## src/design/tdps_pkg.sv

```systemverilog
// ----------------------------------------------------------------------------
// tdps_pkg
// Shared constants, codes and controller/datapath interface types for the
// triangle depth pixel shader.
// ----------------------------------------------------------------------------
package tdps_pkg;

  localparam int MAX_TRIANGLES_DEF = 256;
  localparam int COORD_WIDTH_DEF   = 24;

  // request codes
  localparam logic [1:0] REQ_CLEAR = 2'd0;
  localparam logic [1:0] REQ_LOAD  = 2'd1;
  localparam logic [1:0] REQ_SHADE = 2'd2;

  // configuration register indexes
  localparam logic [1:0] CFG_WIDTH  = 2'd0;
  localparam logic [1:0] CFG_HEIGHT = 2'd1;
  localparam logic [1:0] CFG_BG     = 2'd2;

  localparam int CFG_IDX_W  = 2;
  localparam int CFG_DATA_W = 24;
  localparam int COLOR_W    = 24;
  localparam int POS_W      = 12;
  localparam int SIZE_W     = 13;
  localparam logic [SIZE_W-1:0] SIZE_MAX   = 13'd4096;
  localparam logic [SIZE_W-1:0] WIDTH_RST  = 13'd640;
  localparam logic [SIZE_W-1:0] HEIGHT_RST = 13'd480;

  localparam int NZ_W = 16;
  // culled when -normal_z > 0.8 in Q1.14
  localparam logic signed [NZ_W-1:0] CULL_NZ = -16'sd13108;

  localparam int Q16_ONE = 65536;
  localparam int E_MIN   = 4;      // edge-on limit, 1e-9 in Q.32

  // shared divider
  localparam int DIV_N_W = 54;
  localparam int DIV_D_W = 30;
  localparam int DIV_Q_W = 24;

  localparam int RAY_W = 25;       // ray x/y, Q.16, saturated past the coordinate range
  localparam int NN_W  = 30;       // normalized barycentric terms
  localparam int DZ_W  = 19;       // z deltas
  localparam int NUM_W = 50;       // depth numerator terms
  localparam int ZW    = 20;       // interpolated depth

  // product select codes
  localparam logic [2:0] MUL_QBX_QCY = 3'd0;
  localparam logic [2:0] MUL_QBY_QCX = 3'd1;
  localparam logic [2:0] MUL_PX_QCY  = 3'd2;
  localparam logic [2:0] MUL_PY_QCX  = 3'd3;
  localparam logic [2:0] MUL_QBX_PY  = 3'd4;
  localparam logic [2:0] MUL_QBY_PX  = 3'd5;

  typedef struct packed {
    logic       clear;
    logic       load;
    logic       shade_init;
    logic       div_rx;
    logic       div_ry;
    logic       div_z;
    logic       rx_take;
    logic       ry_take;
    logic       rd;
    logic       box;
    logic       mul_en;
    logic [2:0] mul_sel;
    logic       diff;
    logic       fix;
    logic       norm;
    logic       num0;
    logic       num1;
    logic       sum;
    logic       z_upd;
    logic       next_tri;
    logic       out;
  } dp_cmd_t;

  typedef struct packed {
    logic div_done;
    logic no_tris;
    logic last_tri;
    logic box_ok;
    logic tri_ok;
    logic norm_done;
  } dp_stat_t;

endpackage

```

## src/design/tdps_ctrl.sv

```systemverilog
// ----------------------------------------------------------------------------
// tdps_ctrl
// Controller: decodes requests and sequences ray setup and the per-triangle
// test steps over the datapath.
// ----------------------------------------------------------------------------
module tdps_ctrl (
  input  logic               clk,
  input  logic               rst,
  input  logic               start,
  input  logic [1:0]         req_type,
  input  tdps_pkg::dp_stat_t stat,
  output tdps_pkg::dp_cmd_t  cmd,
  output logic               busy
);

  typedef enum logic [4:0] {
    S_IDLE, S_RX_GO, S_RX_WAIT, S_RY_GO, S_RY_WAIT, S_RD, S_BOX, S_BTEST,
    S_MUL, S_DIFF, S_FIX, S_TEST, S_NORM, S_NUM0, S_NUM1, S_SUM, S_Z_GO,
    S_Z_WAIT, S_ZUPD, S_NEXT, S_OUT
  } state_t;

  state_t     state;
  logic [2:0] mul_cnt;
  logic       accept;

  assign accept = start && !busy;

  always_ff @(posedge clk) begin
    if (rst) begin
      state   <= S_IDLE;
      busy    <= 1'b0;
      mul_cnt <= '0;
    end else begin
      case (state)
        S_IDLE: begin
          if (accept && (req_type == tdps_pkg::REQ_SHADE)) begin
            state <= S_RX_GO;
            busy  <= 1'b1;
          end
        end
        S_RX_GO:   state <= S_RX_WAIT;
        S_RX_WAIT: if (stat.div_done) state <= S_RY_GO;
        S_RY_GO:   state <= S_RY_WAIT;
        S_RY_WAIT: begin
          if (stat.div_done) state <= stat.no_tris ? S_OUT : S_RD;
        end
        S_RD:  state <= S_BOX;
        S_BOX: state <= S_BTEST;
        S_BTEST: begin
          mul_cnt <= '0;
          state   <= stat.box_ok ? S_MUL : S_NEXT;
        end
        S_MUL: begin
          mul_cnt <= mul_cnt + 3'd1;
          if (mul_cnt == tdps_pkg::MUL_QBY_PX) state <= S_DIFF;
        end
        S_DIFF: state <= S_FIX;
        S_FIX:  state <= S_TEST;
        S_TEST: state <= stat.tri_ok ? S_NORM : S_NEXT;
        S_NORM: if (stat.norm_done) state <= S_NUM0;
        S_NUM0: state <= S_NUM1;
        S_NUM1: state <= S_SUM;
        S_SUM:  state <= S_Z_GO;
        S_Z_GO: state <= S_Z_WAIT;
        S_Z_WAIT: if (stat.div_done) state <= S_ZUPD;
        S_ZUPD: state <= S_NEXT;
        S_NEXT: state <= stat.last_tri ? S_OUT : S_RD;
        S_OUT: begin
          state <= S_IDLE;
          busy  <= 1'b0;
        end
        default: begin
          state <= S_IDLE;
          busy  <= 1'b0;
        end
      endcase
    end
  end

  always_comb begin
    cmd            = '0;
    cmd.mul_sel    = mul_cnt;
    cmd.clear      = accept && (req_type == tdps_pkg::REQ_CLEAR);
    cmd.load       = accept && (req_type == tdps_pkg::REQ_LOAD);
    cmd.shade_init = accept && (req_type == tdps_pkg::REQ_SHADE);
    cmd.div_rx     = (state == S_RX_GO);
    cmd.rx_take    = (state == S_RX_WAIT) && stat.div_done;
    cmd.div_ry     = (state == S_RY_GO);
    cmd.ry_take    = (state == S_RY_WAIT) && stat.div_done;
    cmd.rd         = (state == S_RD);
    cmd.box        = (state == S_BOX);
    cmd.mul_en     = (state == S_MUL);
    cmd.diff       = (state == S_DIFF);
    cmd.fix        = (state == S_FIX);
    cmd.norm       = (state == S_NORM);
    cmd.num0       = (state == S_NUM0);
    cmd.num1       = (state == S_NUM1);
    cmd.sum        = (state == S_SUM);
    cmd.div_z      = (state == S_Z_GO);
    cmd.z_upd      = (state == S_ZUPD);
    cmd.next_tri   = (state == S_NEXT) && !stat.last_tri;
    cmd.out        = (state == S_OUT);
  end

endmodule

```

## config.mk

```make
export PLATFORM = sky130hd
export DESIGN_NAME = tdps_ctrl
export DESIGN_NICKNAME = d
export VERILOG_FILES = /design/src/design/tdps_pkg.sv /design/src/design/tdps_ctrl.sv
export SDC_FILE = /design/constraint.sdc
export NUM_CORES = 1
export LEC_CHECK = 0
export BUFFER_PORTS_ARGS = -buffer_cell sky130_fd_sc_hd__clkbuf_2
export CAP_MARGIN = 0
export CORE_MARGIN = 2
export CORE_UTILIZATION = 45
export CTS_BUF_LIST = sky130_fd_sc_hd__clkbuf_8
export CTS_CLUSTER_DIAMETER = 60
export DETAILED_ROUTE_END_ITERATION = 8
export PLACE_DENSITY = 0.76
export SYNTH_ARGS = -nofsm -noshare
export SYNTH_HDL_FRONTEND = slang
export SYNTH_SLANG_ARGS = --single-unit
```

## constraint.sdc

```tcl
create_clock -name clk -period 1.63 [get_ports clk]
set_input_delay 0.163 -clock clk [delete_from_list [all_inputs] [get_ports clk]]
set_output_delay 0.163 -clock clk [all_outputs]
set_load 0.02 [all_outputs]
```

Yosys cells after proc, flatten, opt, wreduce, memory -nomap -nowiden

Index checks and enable logic that the tools add are counted.

Add/subtract/negate cells: 1
Equality and inequality tests: 29
Muxes and demuxes: 14
Bitwise gates (word level): 1
Reduce and logical (&&, ||, !) cells: 15

Operators with widths:

| kind                                                                    | number |
|---|---|
| 5-bit case mux with 20 select lines                                     | 1 |
| 5-bit two-way mux                                                       | 10 |
| 5-bit by 4-bit equality test with 1-bit output, second input constant   | 8 |
| 5-bit equality test, second input constant                              | 5 |
| 5-bit by 3-bit equality test with 1-bit output, second input constant   | 4 |
| 19-bit OR reduction                                                     | 1 |
| 5-bit by 2-bit equality test with 1-bit output, second input constant   | 2 |
| 2-bit inequality test, second input constant                            | 5 |
| 1-bit logical AND                                                       | 7 |
| 3-bit case mux with 2 select lines                                      | 1 |
| 6-bit AND reduction                                                     | 1 |
| 5-bit by 1-bit equality test with 1-bit output, second input constant   | 1 |
| 5-bit zero test                                                         | 1 |
| 3-bit by 1-bit adder with 3-bit output, second input constant           | 1 |
| 3-bit equality test, second input constant                              | 1 |
| 2-bit by 1-bit equality test with 1-bit output, second input constant   | 1 |
| 2-bit equality test, second input constant                              | 1 |
| 1-bit zero test                                                         | 2 |
| 2-bit zero test                                                         | 1 |
| 2-bit by 1-bit inequality test with 1-bit output, second input constant | 1 |
| 1-bit case mux with 2 select lines                                      | 1 |
| 2-bit AND reduction                                                     | 1 |
| 2-bit nonzero test                                                      | 1 |
| 1-bit two-way mux                                                       | 1 |
| 1-bit NOT                                                               | 1 |

Register bits: 9
Input bits: 11
Output and inout port bits: 24
Word-level logic and storage cells: 63

Depth between registers and ports, before layout

Gate-level depths: netlist of the first run.

Depth in word-level cells: 5
Gate-level depth with buffers: 6
Depth with buffers taken out: 6

Worst setup path before layout of the first run

No wires, ideal clock.

Path kind: reg2out
Start: register state[4]
End: output port cmd[2] in the netlist's numbering
Arrival: 1.409 ns
Required time: 1.467 ns
Slack: 0.058 ns
Stages on the path, launching flop included: 4
Path buffers: 1
Cell sequence: dfxtp_1 buf_4 or3b_4 nor3b_1

RTL lines:

| what                     | line            | RTL |
|---|---|---|
| start: declaration       | tdps_ctrl.sv:22 | `state_t state;` |
| start signal: assignment | tdps_ctrl.sv:45 | `if (stat.div_done) state <= stat.no_tris ? S_OUT : S_RD;` |
| start signal: assignment | tdps_ctrl.sv:51 | `state <= stat.box_ok ? S_MUL : S_NEXT;` |
| start signal: assignment | tdps_ctrl.sv:59 | `S_TEST: state <= stat.tri_ok ? S_NORM : S_NEXT;` |
| end: declaration         | tdps_ctrl.sv:12 | `output tdps_pkg::dp_cmd_t cmd,` |

==> results_dict.tcl, run 1 <==
set metrics [dict create \
    outcome "finished, final reports clean" \
    numPortBuffers 34 \
    synthCells 110 \
    min_period_over_period_pct 96.5 \
    postSynthAreaPerCell_um2 7.62 \
    synth_ff_type "dfxtp_1" \
    min_path_type "input pin to flop" \
    grt_first_pass_wirelength_mm 3.53 \
    cts_tree "yes" \
    io_pins 35 \
    power.internal_mw 0.575 \
    vdd_drop_max_v 0.000577 \
    coreArea_mm2 0.00175 \
    tns_ns 0 \
    max_slew.worst_pin.slew_ns 0.247 \
    timing_hold_violations_final 0 \
    start_util_pct 48.0 \
    rows 15 \
    fill_cells 158 \
    cts_num_sinks 9 \
    root_buffer "clkbuf_8" \
    critPathArrivalTime_ns 1.41 \
    overflow 0 \
    timing.fmax_mhz 636 \
    post-route-drc-count 0 \
    synth.distinct_cells 45 \
    worst-path-max-fanout 11 \
    antenna_cells 0 \
    rsz0062_at_grt "no" \
    pwr-share-comb_pct 41.8 \
    async_flop_share_pct 0 \
    synth_edf_count 0 \
    drv_cap 0 \
    critical_path.endpoint_type "output pin" \
    antenna_found_initial 0 \
    viasPerCell 5.37 \
    setup_viol 0 \
    cts_buffers 3 \
    regArea_um2 188 \
    cts.reportedPaths.clkPinSlew_ns 0.05 \
    track_usage_pct 22.1 \
    wl_per_cell_um 13.2 \
    cts_max_level 1 \
    drt_wl_total_mm 2.27 \
    syn_area_um2 838 \
    first_global_vias 817 \
    grt_max_degree 13 \
    dieHeight_um 47.2 \
    period_minus_slack_ns 1.57 \
    clockBufferDepth 2 \
    die_area_mm2 0.00222 \
    place.gp.congestion 0.880 \
    multi_input_area_um2 586 \
    yosys_warnings 0 \
    power_leakage_nw 0.488 \
    dr.pass1.iters 4 \
    start_kind "flop" \
    drt_iter0_drc 21 \
    placedCellCount 168 \
    cts_setup_buffers 0 \
    cellPowerDensity_mw_per_mm2 832 \
    synth_seq_area_share_pct 21.5 \
    required_ns 1.47 \
    ant_nets 0 \
    mappedNetlistNets 123 \
    crit_type "flop to output pin" \
    final_cells 172 \
    drive_above_1_share_pct 43.5 \
    syn_to_final_growth_pct 31.3 \
    dr_total_vias 923 \
    holdBufCountCts 0 \
    switchingPower_mw 0.341 \
    ys_seq_elements 9 \
    insertion_delay_ns 0.23 \
    finalMaxSlewViolations 0 \
    nNetsFinal 161 \
    dp.final_hpwl_mm 1.75 \
    p_seq_share_pct 30.1 \
    pwr-share-clk_pct 28.1 \
    slew_headroom_pct 83.4 \
    swShare_pct 37.2 \
    dieWidth_um 47.2 \
    clock_skew_ns 0.00109 \
]
## stage by stage
stage / util, % / worst slack [ns] / hold slack, ns / area, um2 / power [mW]
2_1_floorplan: - / 0.0583 / 0.377 / 838 / 0.563
3_3_place_gp: 59.4 / 0.200 / 0.486 / 1040 / 0.634
3_5_place_dp: 59.4 / 0.178 / 0.482 / 1040 / 0.642
4_1_cts: 63.0 / 0.0140 / 0.236 / 1100 / 0.916
5_1_grt: 63.1 / 0.00184 / 0.279 / 1100 / 0.961
6_report: 63.1 / 0.0576 / 0.244 / 1100 / 0.916
## sequential cells by signal (all words and copies together) (netlist names)
name     count
mul_cnt      3
busy         1
state        5
## cells in the final DEF, fill, tap and decap left out, drive strengths merged, types with 2 or more instances in the layout
cell and instances:
nor4b 2, ha 2, buf 8, clkbuf 37
dfxtp 9, nand2 3, a31oi 2, nor3 13
or3b 5, nor2 19, nand2b 5, inv 6
nor3b 3, o32a 2, or3 2, a21oi 5
o21ai 6, a2bb2oi 2
## path summary, 6_finish.rpt
kind	from	to	slack, ns	cells past startpoint
min reg2reg	mul_cnt[0]	mul_cnt[0]	0.57	2
max reg2reg	state[1]	state[0]	0.20	4
min	rst	mul_cnt[2]	0.24	2
max	state[2]	cmd[2]	0.06	3
## critical path, stage by stage, from the launching register on
cell and delay (ns):
dfxtp_2 0.37, or3b_4 0.45, nor3b_2 0.18, clkbuf_4 0.18
## per-layer routing
layer  up-vias  routed length (um)  GRT usage, %  part of all wire, %
met4         0                   9          9.44                 0.40
met3         2                  78          3.08                  3.4
met2        17                1170          38.4                   52
li1        467                   -             -                    -
met5         -                   0             0                    0
met1       437                1010          26.9                   44
## synth_stat cells, types with 2 or more instances
cell type  number  area [um2]
a21oi_1         5        25.0
a2bb2oi_1       2        17.5
a31oi_1         2        12.5
buf_2           3        15.0
buf_6           3        33.8
dfxtp_1         9         180
ha_1            2        25.0
inv_1           5        18.8
nand2_1         2        7.51
nand2b_1        4        25.0
nor2_1         19        71.3
nor3_1         10        50.1
nor3_2          2        20.0
nor3b_1         3        22.5
o21ai_0         4        20.0
o21ai_1         2        10.0
o32a_1          2        20.0
or3_1           2        12.5
or3b_4          3        33.8
## timing repair
item / CTS / global route
resized for setup: 7 / 1
endpoints found under the setup margin: 3 / 4
gates cloned: 0 / 0
## logic make-up after synthesis
group / Yosys count / synth area share (%)
AOI/OAI and AO/OA: 23 / 19.0
buffers and inverters: 14 / 9.85
adders and majority gates: 2 / 2.98
xor gates and xnor gates: 1 / 1.04
and+or+nand+nor: 61 / 45.7
DFF: 9 / 21.5
## power groups by stage
| stage | registers [mW] | clock network [mW] | logic (mW) |
|---|---|---|---|
| floorplan | 0.269 | 0 | 0.294 |
| global placement | 0.274 | 0 | 0.360 |
| detailed placement | 0.276 | 0 | 0.366 |
| CTS | 0.273 | 0.261 | 0.382 |
| global route | 0.280 | 0.267 | 0.414 |
| finish | 0.276 | 0.258 | 0.382 |
## cell type report
class / instances / share of cell area [%]
clock buffers: 3 / 3.75
clock inverters: 1 / 0.341
inverters: 5 / 1.70
multi-input cells: 87 / 53.2
flip-flops and latches: 9 / 17.0
well taps: 25 / 2.84
repair buffers: 42 / 21.1
(Power assumes the default switching activity.)
==> run 2, diff against run 1 <==
Settings changed: CELL_PAD_IN_SITES_DETAIL_PLACEMENT set to 2, CELL_PAD_IN_SITES_GLOBAL_PLACEMENT set to 2, CORE_UTILIZATION 45 to 26, PLACE_DENSITY 0.76 to 0.81.
==> run 2 against run 1 <==
  * Maximum frequency shrank 1.6%
  * Hold slack worse by 0.0013 ns
  * Register-to-register slack worse by 0.04 ns
  * Final cell count is 12% higher
  * Via count grew 3.6%
  * Combinational power rose by 12%
  * Global-route usage fell by 3.4 points
  * Sequential cell count unchanged
  * Clock power increased by 6%
  * First-iteration DRC count is 9.5% higher
  * Worst setup slack worse by 0.025 ns
  * Wire length grew 38%
  * Highest routed layer unchanged
==> results_dict.tcl, run 2 (synthesis gave the netlist of run 1 again) <==
set metrics [dict create \
    outcome "finished, final reports clean" \
    largest_register_ffs 5 \
    clock_skew_ns 0.000363 \
    reg2regPathDepth 5 \
    placed_area_mm2 0.00106 \
    root_buffer "clkbuf_8" \
    clockBufferDepth 2 \
    wl_per_cell_um 16.3 \
    grt_max_degree 15 \
    overflow 0 \
    mostFrequentLayoutCell "clkbuf_2" \
    min_path_type "input pin to flop" \
    syn_to_final_growth_pct 38.1 \
    place.gp.congestion 0.781 \
    post-route-drc-count 0 \
    largest_registers "state x5, mul_cnt x3, busy x1" \
    coreArea_mm2 0.00305 \
    antenna_cells 0 \
    io_pins 35 \
    cellPowerDensity_mw_per_mm2 838 \
    holdPathStages 2 \
    slew_headroom_pct 80.6 \
    numPortBuffers 34 \
    dieWidth_um 60.8 \
    crit_type "flop to output pin" \
    largest-register "state" \
    worst-path-max-fanout 5 \
    final_cells 192 \
    worst_path_max_delay_cell "or3b_4" \
    timing_hold_violations_final 0 \
    power_leakage_nw 0.496 \
    critical_path.endpoint_type "output pin" \
    crit_chain "buf_4 > or3b_4 > nor2_2 > clkbuf_4" \
    fill_cells 374 \
    cts_tree "yes" \
    max_slew.worst_pin.slew_ns 0.288 \
    cts_buffers 3 \
    finalMaxSlewViolations 0 \
    design_area_mm2 0.00116 \
    required_ns 1.47 \
    ant_nets 0 \
    setup_viol 0 \
    start_util_pct 27.5 \
    tns_ns 0 \
    cts.reportedPaths.clkPinSlew_ns 0.05 \
    final_cell_mix "clkbuf_2, nor2_1, buf_4" \
    drive_above_1_share_pct 45.9 \
    viasPerCell 4.98 \
    dr.pass1.iters 4 \
    drt_wl_total_mm 3.13 \
    start_kind "flop" \
    holdBufCountCts 0 \
    drt_iter0_drc 23 \
    die_area_mm2 0.00369 \
    first_global_vias 990 \
    drv_cap 0 \
    dr_total_vias 956 \
    timing.fmax_mhz 626 \
    min_period_over_period_pct 98.0 \
    max_stage_delay_ns 0.43 \
    cts_max_level 1 \
    track_usage_pct 18.6 \
    nNetsFinal 162 \
    period_minus_slack_ns 1.60 \
    grt_first_pass_wirelength_mm 5.00 \
    dp.final_hpwl_mm 2.40 \
    dieHeight_um 60.8 \
    antenna_found_initial 0 \
    critPathArrivalTime_ns 1.43 \
    insertion_delay_ns 0.24 \
    placedCellCount 187 \
    rows 20 \
    cts_num_sinks 9 \
    vdd_drop_max_v 0.000386 \
]
## run 2: path summary, 6_finish.rpt
kind	start	endpoint	slack (ns)
worst max register to register	state[3]	state[0]	0.16
worst min-delay path	rst	state[1]	0.24
worst min register to register	mul_cnt[0]	mul_cnt[0]	0.58
worst max-delay path	state[1]	cmd[5]	0.03
## run 2: layout make-up
type | instances | area [um2] | share of cell area, %
tap | 44 | 55.1 | 4.76
sequential | 9 | 193 | 16.6
clock inverter | 1 | 3.75 | 0.324
timing repair buffer | 43 | 250 | 21.6
multi-input combinational | 87 | 596 | 51.5
inverter | 5 | 18.8 | 1.62
clock buffer | 3 | 41.3 | 3.57
## run 2: timing repair
action / in CTS / in global routing
cloned: 0 / 0
gates resized for setup: 15 / 6
endpoints found under the setup margin: 12 / 5
buffers inserted: 0 / 1
pin swaps: 0 / 1
## run 2: report_power, final
| part | internal [mW] | switching, mW |
|---|---|---|
| sequential | 0.240 | 0.0304 |
| clock | 0.166 | 0.107 |
| combinational | 0.184 | 0.242 |
## run 2: worst max-delay path: cells and delay by family, from the launching register on
| family | cells | cell delay, ns |
|---|---|---|
| DFF | 1 | 0.34 |
| and+or+nand+nor | 2 | 0.53 |
| buffers and inverters | 2 | 0.33 |
## run 2: through the flow
stage / power, mW / hold slack, ns / worst slack (ns) / util (%)
after global placement: 0.655 / 0.491 / 0.175 / 34.7
after detailed placement: 0.671 / 0.500 / 0.0861 / 34.7
after global routing: 1.03 / 0.258 / -0.00229 / 37.9
after CTS: 0.978 / 0.244 / 0.0222 / 37.4
final: 0.970 / 0.243 / 0.0323 / 37.9
after floorplan: 0.563 / 0.377 / 0.0583 / -
## run 2: layer usage
layer	vias up	part of all wire, %	wire, um	global-route usage [%]
met3	2	3.0	94	4.48
met4	0	0.58	18	2.80
li1	470	-	-	-
met1	464	42	1320	22.3
met2	20	54	1690	34.3
met5	-	0	0	0
==> run 3, diff against run 2 <==
==> constraint.sdc (replaced) <==
create_clock -name clk -period 1.63 [get_ports clk]
set_input_delay 0.4075 -clock clk [delete_from_list [all_inputs] [get_ports clk]]
set_output_delay 0.4075 -clock clk [all_outputs]
set_load 0.02 [all_outputs]
==> run 3 against run 2 <==
  * The flow now finishes with violations (negative setup slack)
  * Sequential cell count unchanged
  * Critical endpoint is now cmd[2]
  * Non-clock buffer count increased by 5
  * Die area unchanged
  * Register-to-register slack got worse by 0.12 ns
  * Maximum frequency decreased by 10%
  * Worst setup slack got worse by 0.19 ns
  * Via count increased by 4.8%
  * Critical path depth decreased by 1
  * Sequential power increased by 1%
  * Global-route usage increased by 3.8 points
  * Count of clock-buffer cells in the layout unchanged
  * Largest cell class unchanged
==> results_dict.tcl, run 3 (synthesis gave the netlist of run 1 again) <==
set metrics [dict create \
    cellPowerDensity_mw_per_mm2 795 \
    reg2regPathDepth 5 \
    whs_ns 0.475 \
    dp.final_hpwl_mm 2.53 \
    regArea_um2 199 \
    nNetsFinal 167 \
    critPathArrivalTime_ns 1.38 \
    die_area_mm2 0.00369 \
    rr_endpoint "state[4]" \
    max_slew.worst_pin.slew_ns 0.308 \
    violations "negative setup slack" \
    cts_buffers 3 \
    r2r_start "state[2]" \
    cts_tree "yes" \
    worst_path_max_delay_cell "or3b_4" \
    fill_cells 356 \
    crit_type "flop to output pin" \
    grt_max_degree 11 \
    total_power_mw 1.12 \
    largest_registers "state x5, mul_cnt x3, busy x1" \
    grt_first_pass_wirelength_mm 5.94 \
    final_cell_mix "buf_4, clkbuf_2, nor2_1" \
    outcome "complete, but fails checks" \
    hp-start "rst" \
    critical_path.top_delay_family "simple AND/OR/NAND/NOR gates" \
    max_stage_delay_ns 0.43 \
    hold_end "mul_cnt[2]" \
    setup_viol 16 \
    insertion_delay_ns 0.25 \
    ff2ff_setup_slack_ns 0.04 \
    required_ns 1.22 \
    timing.fmax_mhz 561 \
    period_minus_slack_ns 1.78 \
    drive_above_1_share_pct 60.1 \
    placedCellCount 190 \
    power_leakage_nw 0.575 \
    crit_chain "or3b_4 > nor3b_2 > buf_4" \
    min_path_type "input pin to flop" \
    syn_to_final_growth_pct 67.9 \
    numPortBuffers 34 \
    finalMaxSlewViolations 0 \
    track_usage_pct 22.4 \
    vdd_drop_max_v 0.000530 \
    dieHeight_um 60.8 \
    holdPathStages 2 \
    drt_wl_total_mm 3.84 \
    cts_num_sinks 9 \
    antenna_cells 0 \
    fin_ws_ns -0.153 \
    viasPerCell 5.09 \
    wl_per_cell_um 19.5 \
    largest_register_ffs 5 \
    slew_headroom_pct 79.3 \
    cts_max_level 1 \
    final_cells 197 \
    rsz0062_at_grt "yes" \
    dr.pass1.iters 4 \
    timing_hold_violations_final 0 \
    clockBufferDepth 2 \
    multi_input_area_um2 714 \
    drt_iter0_drc 20 \
    start_util_pct 27.5 \
    root_buffer "clkbuf_8" \
    overflow 0 \
    io_pins 35 \
    fin_util_pct 46.1 \
    ant_nets 0 \
    drv_cap 0 \
    post-route-drc-count 0 \
    min_period_over_period_pct 109 \
    antenna_found_initial 0 \
    dieWidth_um 60.8 \
    coreArea_mm2 0.00305 \
    dr_total_vias 1002 \
    mostFrequentLayoutCell "buf_4" \
    place.gp.congestion 0.791 \
    worst-path-max-fanout 4 \
    clock_skew_ns 0.00391 \
    rows 20 \
    largest-register "state" \
    critPathBufInv 1 \
    start_kind "flop" \
    startpoint "state[2]" \
    cts.reportedPaths.clkPinSlew_ns 0.05 \
    first_global_vias 1106 \
    critical_path.endpoint_type "output pin" \
]
## run 3: cell count changes in the layout (fill, tap and decap cells not counted), sizes merged
cell / before / now
buf: 12 / 26
clkbuf: 34 / 25
## run 3: where the power goes
part	switching, mW	internal (mW)	total, mW
clock network	0.118	0.167	0.284
logic	0.320	0.239	0.559
registers	0.0291	0.246	0.275
total	0.467	0.652	1.12
## run 3: worst reg2reg max path: stages, from the launching register on
cell	delay [ns]
dfxtp_4	0.36
or2_1	0.34
buf_4	0.20
or3_1	0.38
o2111ai_2	0.12
a21oi_1	0.07
## run 3: routing by layer
layer / share of wire (%) / track usage (%) / vias up
li1: - / - / 481
met1: 41 / 26.4 / 497
met2: 55 / 41.8 / 19
met3: 2.4 / 2.13 / 5
met4: 1.2 / 8.07 / 0
met5: 0 / 0 / -
## run 3: layout make-up
type / instances / share of cell area, %
clock buffer: 3 / 2.93
clock inverter: 1 / 0.267
inverter: 5 / 1.33
multi-input combinational: 87 / 50.8
sequential: 9 / 14.1
tap: 44 / 3.91
timing repair buffer: 48 / 26.7
## run 3: through the flow
step	setup slack (ns)	TNS (ns)	instance area, um2
finish	-0.153	-1.56	1410
global route	-0.175	-2.17	1410
CTS	-0.157	-1.53	1360
detailed placement	0.00940	0	1100
global placement	0.0553	0	1100
floorplan	-0.110	-0.219	858
## run 3: what timing repair did
item                                   4_1_cts  5_1_grt
gates resized for setup                     55       22
buffers inserted                             4        0
hold buffers                                 0        0
pin swaps                                    5        2
setup endpoints to repair                   17       19
gates cloned                                 0        0
endpoints found under the hold margin        0        0
## run 3: how the worst max path moves through the flow
| stage | to | slack (ns) | cells after the start |
|---|---|---|---|
| floorplan | cmd[17] | -0.11 | 3 |
| global placement | cmd[8] | 0.06 | 3 |
| detailed placement | cmd[16] | 0.009 | 3 |
| CTS | cmd[2] | -0.16 | 3 |
| global route | cmd[2] | -0.17 | 3 |
| finish | cmd[2] | -0.15 | 3 |
